==> src/agt_pkg.sv <==
package agt_pkg;

  localparam int unsigned TrigStages = 16;
  localparam int unsigned NumRegs    = 7;

  localparam logic signed [17:0] Ofs2Q12 = 18'sd11078;
  localparam logic signed [17:0] Ofs3Q12 = 18'sd10437;
  localparam logic signed [17:0] Ofs4Q12 = 18'sd7327;

  localparam logic signed [33:0] PiQ28     = 34'sd843314857;
  localparam logic signed [33:0] TwoPiQ28  = 34'sd1686629713;
  localparam logic signed [33:0] HalfPiQ28 = 34'sd421657428;
  localparam logic signed [33:0] GainQ30   = 34'sd652032874;

  typedef enum logic [2:0] {
    REG_GRAVITY = 3'd0,
    REG_MX2     = 3'd1,
    REG_MY2     = 3'd2,
    REG_MX3     = 3'd3,
    REG_MY3     = 3'd4,
    REG_MX4     = 3'd5,
    REG_MY4     = 3'd6
  } reg_idx_e;

  typedef struct packed {
    logic signed [15:0] angle_joint2;
    logic signed [15:0] angle_joint3;
    logic signed [15:0] angle_joint4;
  } agt_in_t;

  typedef struct packed {
    logic signed [31:0] torque_joint2;
    logic signed [31:0] torque_joint3;
    logic signed [31:0] torque_joint4;
  } agt_out_t;

  typedef struct packed {
    logic        [15:0] grav;
    logic signed [15:0] mx2;
    logic signed [15:0] my2;
    logic signed [15:0] mx3;
    logic signed [15:0] my3;
    logic signed [15:0] mx4;
    logic signed [15:0] my4;
  } agt_cfg_t;

  // cordic lane state: x, y in Q.30, residual angle in Q.28
  typedef struct packed {
    logic signed [33:0] x;
    logic signed [33:0] y;
    logic signed [33:0] z;
    logic               flip;
  } agt_cdc_t;

  function automatic logic signed [33:0] atan_q28(input logic [4:0] i);
    unique case (i)
      5'd0:  atan_q28 = 34'sd210828714;
      5'd1:  atan_q28 = 34'sd124459457;
      5'd2:  atan_q28 = 34'sd65760959;
      5'd3:  atan_q28 = 34'sd33381290;
      5'd4:  atan_q28 = 34'sd16755422;
      5'd5:  atan_q28 = 34'sd8385879;
      5'd6:  atan_q28 = 34'sd4193963;
      5'd7:  atan_q28 = 34'sd2097109;
      5'd8:  atan_q28 = 34'sd1048571;
      5'd9:  atan_q28 = 34'sd524287;
      5'd10: atan_q28 = 34'sd262144;
      5'd11: atan_q28 = 34'sd131072;
      5'd12: atan_q28 = 34'sd65536;
      5'd13: atan_q28 = 34'sd32768;
      5'd14: atan_q28 = 34'sd16384;
      5'd15: atan_q28 = 34'sd8192;
      5'd16: atan_q28 = 34'sd4096;
      5'd17: atan_q28 = 34'sd2048;
      5'd18: atan_q28 = 34'sd1024;
      5'd19: atan_q28 = 34'sd512;
      5'd20: atan_q28 = 34'sd256;
      5'd21: atan_q28 = 34'sd128;
      5'd22: atan_q28 = 34'sd64;
      5'd23: atan_q28 = 34'sd32;
      default: atan_q28 = 34'sd0;
    endcase
  endfunction

endpackage

==> src/agt_trig.sv <==
// one sine/cosine lane: range reduction, then one cordic step per stage
module agt_trig import agt_pkg::*; (
  input  logic               clk_i,
  input  logic               en_i,
  input  logic signed [17:0] arg_i,
  output logic signed [17:0] sin_o,
  output logic signed [17:0] cos_o
);

  agt_cdc_t pipe_q [TrigStages+1];
  agt_cdc_t red_d;
  logic signed [33:0] a0, a1, a2;
  logic signed [33:0] xr, yr;

  always_comb begin
    // offset angle reaches past three half turns, so up to two turns come off
    a0 = {arg_i, 16'd0};
    if (a0 > PiQ28 + TwoPiQ28) a1 = a0 - TwoPiQ28 - TwoPiQ28;
    else if (a0 > PiQ28) a1 = a0 - TwoPiQ28;
    else if (a0 < -PiQ28) a1 = a0 + TwoPiQ28;
    else a1 = a0;
    a2 = a1;
    red_d.flip = 1'b0;
    if (a1 > HalfPiQ28) begin
      a2 = a1 - PiQ28;
      red_d.flip = 1'b1;
    end else if (a1 < -HalfPiQ28) begin
      a2 = a1 + PiQ28;
      red_d.flip = 1'b1;
    end
    red_d.x = GainQ30;
    red_d.y = '0;
    red_d.z = a2;
  end

  always_ff @(posedge clk_i) begin
    if (en_i) pipe_q[0] <= red_d;
  end

  for (genvar i = 0; i < TrigStages; i++) begin : g_step
    agt_cdc_t nxt_d;
    always_comb begin
      nxt_d.flip = pipe_q[i].flip;
      if (!pipe_q[i].z[33]) begin
        nxt_d.x = pipe_q[i].x - (pipe_q[i].y >>> i);
        nxt_d.y = pipe_q[i].y + (pipe_q[i].x >>> i);
        nxt_d.z = pipe_q[i].z - atan_q28(5'(i));
      end else begin
        nxt_d.x = pipe_q[i].x + (pipe_q[i].y >>> i);
        nxt_d.y = pipe_q[i].y - (pipe_q[i].x >>> i);
        nxt_d.z = pipe_q[i].z + atan_q28(5'(i));
      end
    end
    always_ff @(posedge clk_i) begin
      if (en_i) pipe_q[i+1] <= nxt_d;
    end
  end

  always_comb begin
    xr = (pipe_q[TrigStages].x + 34'sd8192) >>> 14;
    yr = (pipe_q[TrigStages].y + 34'sd8192) >>> 14;
    cos_o = pipe_q[TrigStages].flip ? -xr[17:0] : xr[17:0];
    sin_o = pipe_q[TrigStages].flip ? -yr[17:0] : yr[17:0];
  end

endmodule

==> config.mk <==
export PLATFORM = sky130hd
export DESIGN_NAME = agt_trig
export DESIGN_NICKNAME = d
export VERILOG_FILES = /design/src/agt_pkg.sv /design/src/agt_trig.sv
export SDC_FILE = /design/constraint.sdc
export NUM_CORES = 2
export LEC_CHECK = 0
export BUFFER_PORTS_ARGS = -buffer_cell sky130_fd_sc_hd__buf_2
export CAP_MARGIN = 10
export CORE_MARGIN = 2
export CORE_UTILIZATION = 65
export DETAILED_ROUTE_END_ITERATION = 8
export GPL_TIMING_DRIVEN = 0
export PLACE_DENSITY = 0.82
export SYNTH_ARGS = -nofsm -noshare
export SYNTH_HDL_FRONTEND = slang
export SYNTH_SLANG_ARGS = --single-unit
==> constraint.sdc <==
create_clock -name clk_i -period 9.1 [get_ports clk_i]
set_clock_uncertainty 0.05 [all_clocks]
set_input_delay 0.91 -clock clk_i [delete_from_list [all_inputs] [get_ports clk_i]]
set_output_delay 0.91 -clock clk_i [all_outputs]
set_load 0.01 [all_outputs]
==> out/results.tsv <==
stage	metric	value	unit
synth	FFs w/ async S/R, synth	0	
floorplanning	Die Footprint	0.191	mm²
cts	maximum number of buffers from clock root to sink	3	
setup_path	WP data arrival	7990	ps
cts	Post-CTS Resized	0	
sta	RSZ-0062 raised after global routing	no	
final_layout	Top reg by flops	pipe_q	
global_routing	met2 track demand over resource	0.531	
final_layout	sequential cell area	0.0427	mm²
synth	FF+latch count, synth	1423	
floorplanning	Core Area	0.186	mm²
sta	max-slew violations	0	
final_layout	max reg flops	1423	
cts	total CTS buffers	159	
sta	crit share post-route	0.823	
cts	Post-CTS Setup Bufs	0	
global_routing	grt total ovfl	0	
flow_run	max cap viols	0	
setup_path	Crit Path Class	reg2reg	
drt	Post-Route WL	318000	µm
cts	Worst-Skew Late Latency	820	ps
drt	WL per Instance	20.4	µm
floorplanning	Horiz. Die Dim	437	µm
setup_path	CP Max Fanout	21	
global_routing	GRT Total Usage	0.326	
sta	setup TNS	0	ps
final_layout	Largest regs	pipe_q x1423	
drt	vias per cell	6.36	
floorplanning	Die H	437	µm
synth	Syn. warnings	0	
sta	fmax	133	MHz
synth	Top FF cell, synth	edfxtp_1	
synth	Yosys cell types	97	
global_routing	first-pass GRT wire length	507000	µm
global_routing	met1 GRT Util	0.441	
final_layout	Layout Nets	14400	
setup_path	CP Capture Type	register	
drt	vias post-DR	99300	
sta	Worst Setup Slack, final	1610	ps
floorplanning	# IOs	56	
placed_design	hpwl dp	250000	µm
placed_design	Post-Place Worst Slack	1660	ps
cts	CTS tree	yes	
placed_design	gpl congestion	0.989	
drt	DR pass1 iterations	9	
synth	Syn Inst Count	12800	
setup_path	Worst EP required	9600	ps
cts	CTS Hold Buffers Added	0	
final_layout	fin util	0.702	
cts	H-tree levels	4	
synth	Syn Std Cell Area	0.122	mm²
final_layout	Area growth, synth to finish	7.16	%
placed_design	port bufs	53	
cts	root buffer selected by CTS	clkbuf_16	
global_routing	M3 GR Usage	0.0460	
final_layout	most frequent cells in the layout	1423 x edfxtp_1, 1369 x ha_1, 1305 x a21oi_1, 1275 x nor2_1, 1236 x xnor2_1	
sta	min Tclk post-route	7490	ps
synth	Mapped Avg Cell Area	9.51	µm²
floorplanning	starting density of the core	0.655	
global_routing	global route hottest layer	met2	
final_layout	most common cell after layout, fill and taps aside	edfxtp_1	
global_routing	initial antenna violation count	4	
floorplanning	Rows	158	
sta	Final setup viols	0	
sta	final hold viol count	0	
synth	Mapped Nets	14200	
drt	Iter 0 DRT Violations	8879	
setup_path	CP Launch Type	register	
global_routing	largest net degree at the start of global routing	196	
sta	Slew @ Worst Pin	1290	ps
run_status	status	finished, final reports clean	
hold_path	Hold Path Class	reg2reg	
synth	EDFF count, synth	1423	
sta	Slew Limit Headroom	0.138	
synth	Seq/Total Area, Yosys	0.351	
drt	post-route ant nets	0	
final_layout	Layout fillers	14200	
drt	Post-route DRC	0	
cts	# clock sinks	1423	
global_routing	vias in the first global route	95600	
final_layout	multi-input logic area	0.0761	mm²
final_layout	layout cells sized above 1	0.0396	
cts	clock transition at the registers of the reported paths	60	ps
Yosys cell counts (all sizes together) (41+ instances only):
cell type	instances	share of area
inv	546	0.017
o211ai	75	0.0046
nand2b	198	0.010
fa	41	0.0067
o21bai	152	0.0094
nand4	60	0.0031
mux2	63	0.0058
a31oi	146	0.0075
mux2i	63	0.0052
and3	111	0.0057
and2	95	0.0049
nor3	391	0.016
a211oi	138	0.0085
xnor2	1236	0.089
o31ai	79	0.0049
edfxtp	1423	0.35
nor2b	153	0.0079
nor4	78	0.0042
ha	1369	0.14
or2	71	0.0037
nand2	612	0.019
clkbuf	133	0.0041
nand3	212	0.0087
o21a	256	0.016
buf	57	0.0022
xor2	614	0.044
a21o	469	0.029
nor2	1275	0.039
o21ai	594	0.025
a21oi	1305	0.054
o41ai	41	0.0030
or3	109	0.0056
worst paths after layout:
kind | endpoint | depth (start not counted) | from | slack, ps
setup / recovery | pipe_q[0][513] | 16 | pipe_q[0][343] | 1610
hold / removal | pipe_q[0][1545] | 0 | pipe_q[0][1442] | 370
setup reg to reg | pipe_q[0][513] | 16 | pipe_q[0][343] | 1610
hold reg to reg | pipe_q[0][1545] | 0 | pipe_q[0][1442] | 370
cells by family after synthesis:
logic type | synth area share
AO/OA/AOI/OAI | 0.195
flip-flops | 0.351
XOR/XNOR | 0.133
adder cells (fa/ha/maj) | 0.148
multiplexers | 0.0110
AND/OR/NAND/NOR | 0.139
buffers and inverters | 0.0232
final cells by class:
cell class	instances	area share
Clock inverter	93	0.00653
Sequential cell	1423	0.328
Antenna cell	2	0.0000384
Buffer	190	0.00589
Timing Repair Buffer	65	0.00447
Multi-Input combinational cell	10600	0.584
Clock buffer	196	0.0319
Tap cell	2480	0.0238
Inverter	549	0.0158
worst max-delay path: stages (launching register included):
cell and delay [ps]:
edfxtp_1 1190, clkbuf_1 600, clkbuf_1 680, nor2_1 140, xor2_1 230, ha_1 300
a21oi_1 170, o21bai_1 130, a2111oi_0 810, o31ai_1 320, a2111oi_0 750, a2111oi_0 370
o31ai_1 740, o31ai_1 200, o31a_1 310, mux2i_1 140, nand2_1 70
stage by stage:
step,cells,area (µm²),hold slack [ps]
after global routing,15600,130000,372
final,15600,130000,367
after global placement,15300,125000,352
after floorplan,12800,122000,350
after detailed placement,15300,125000,355
after CTS,15600,130000,369
per-layer routing:
layer / up-vias / part of all wire
met5: - / 0.000041
met4: 2 / 0.039
met3: 695 / 0.066
met2: 3396 / 0.46
met1: 47300 / 0.44
li1: 47900 / -
Power is not shown: default switching activity piles up to over one toggle a cycle in this logic, so the estimate is an artifact.
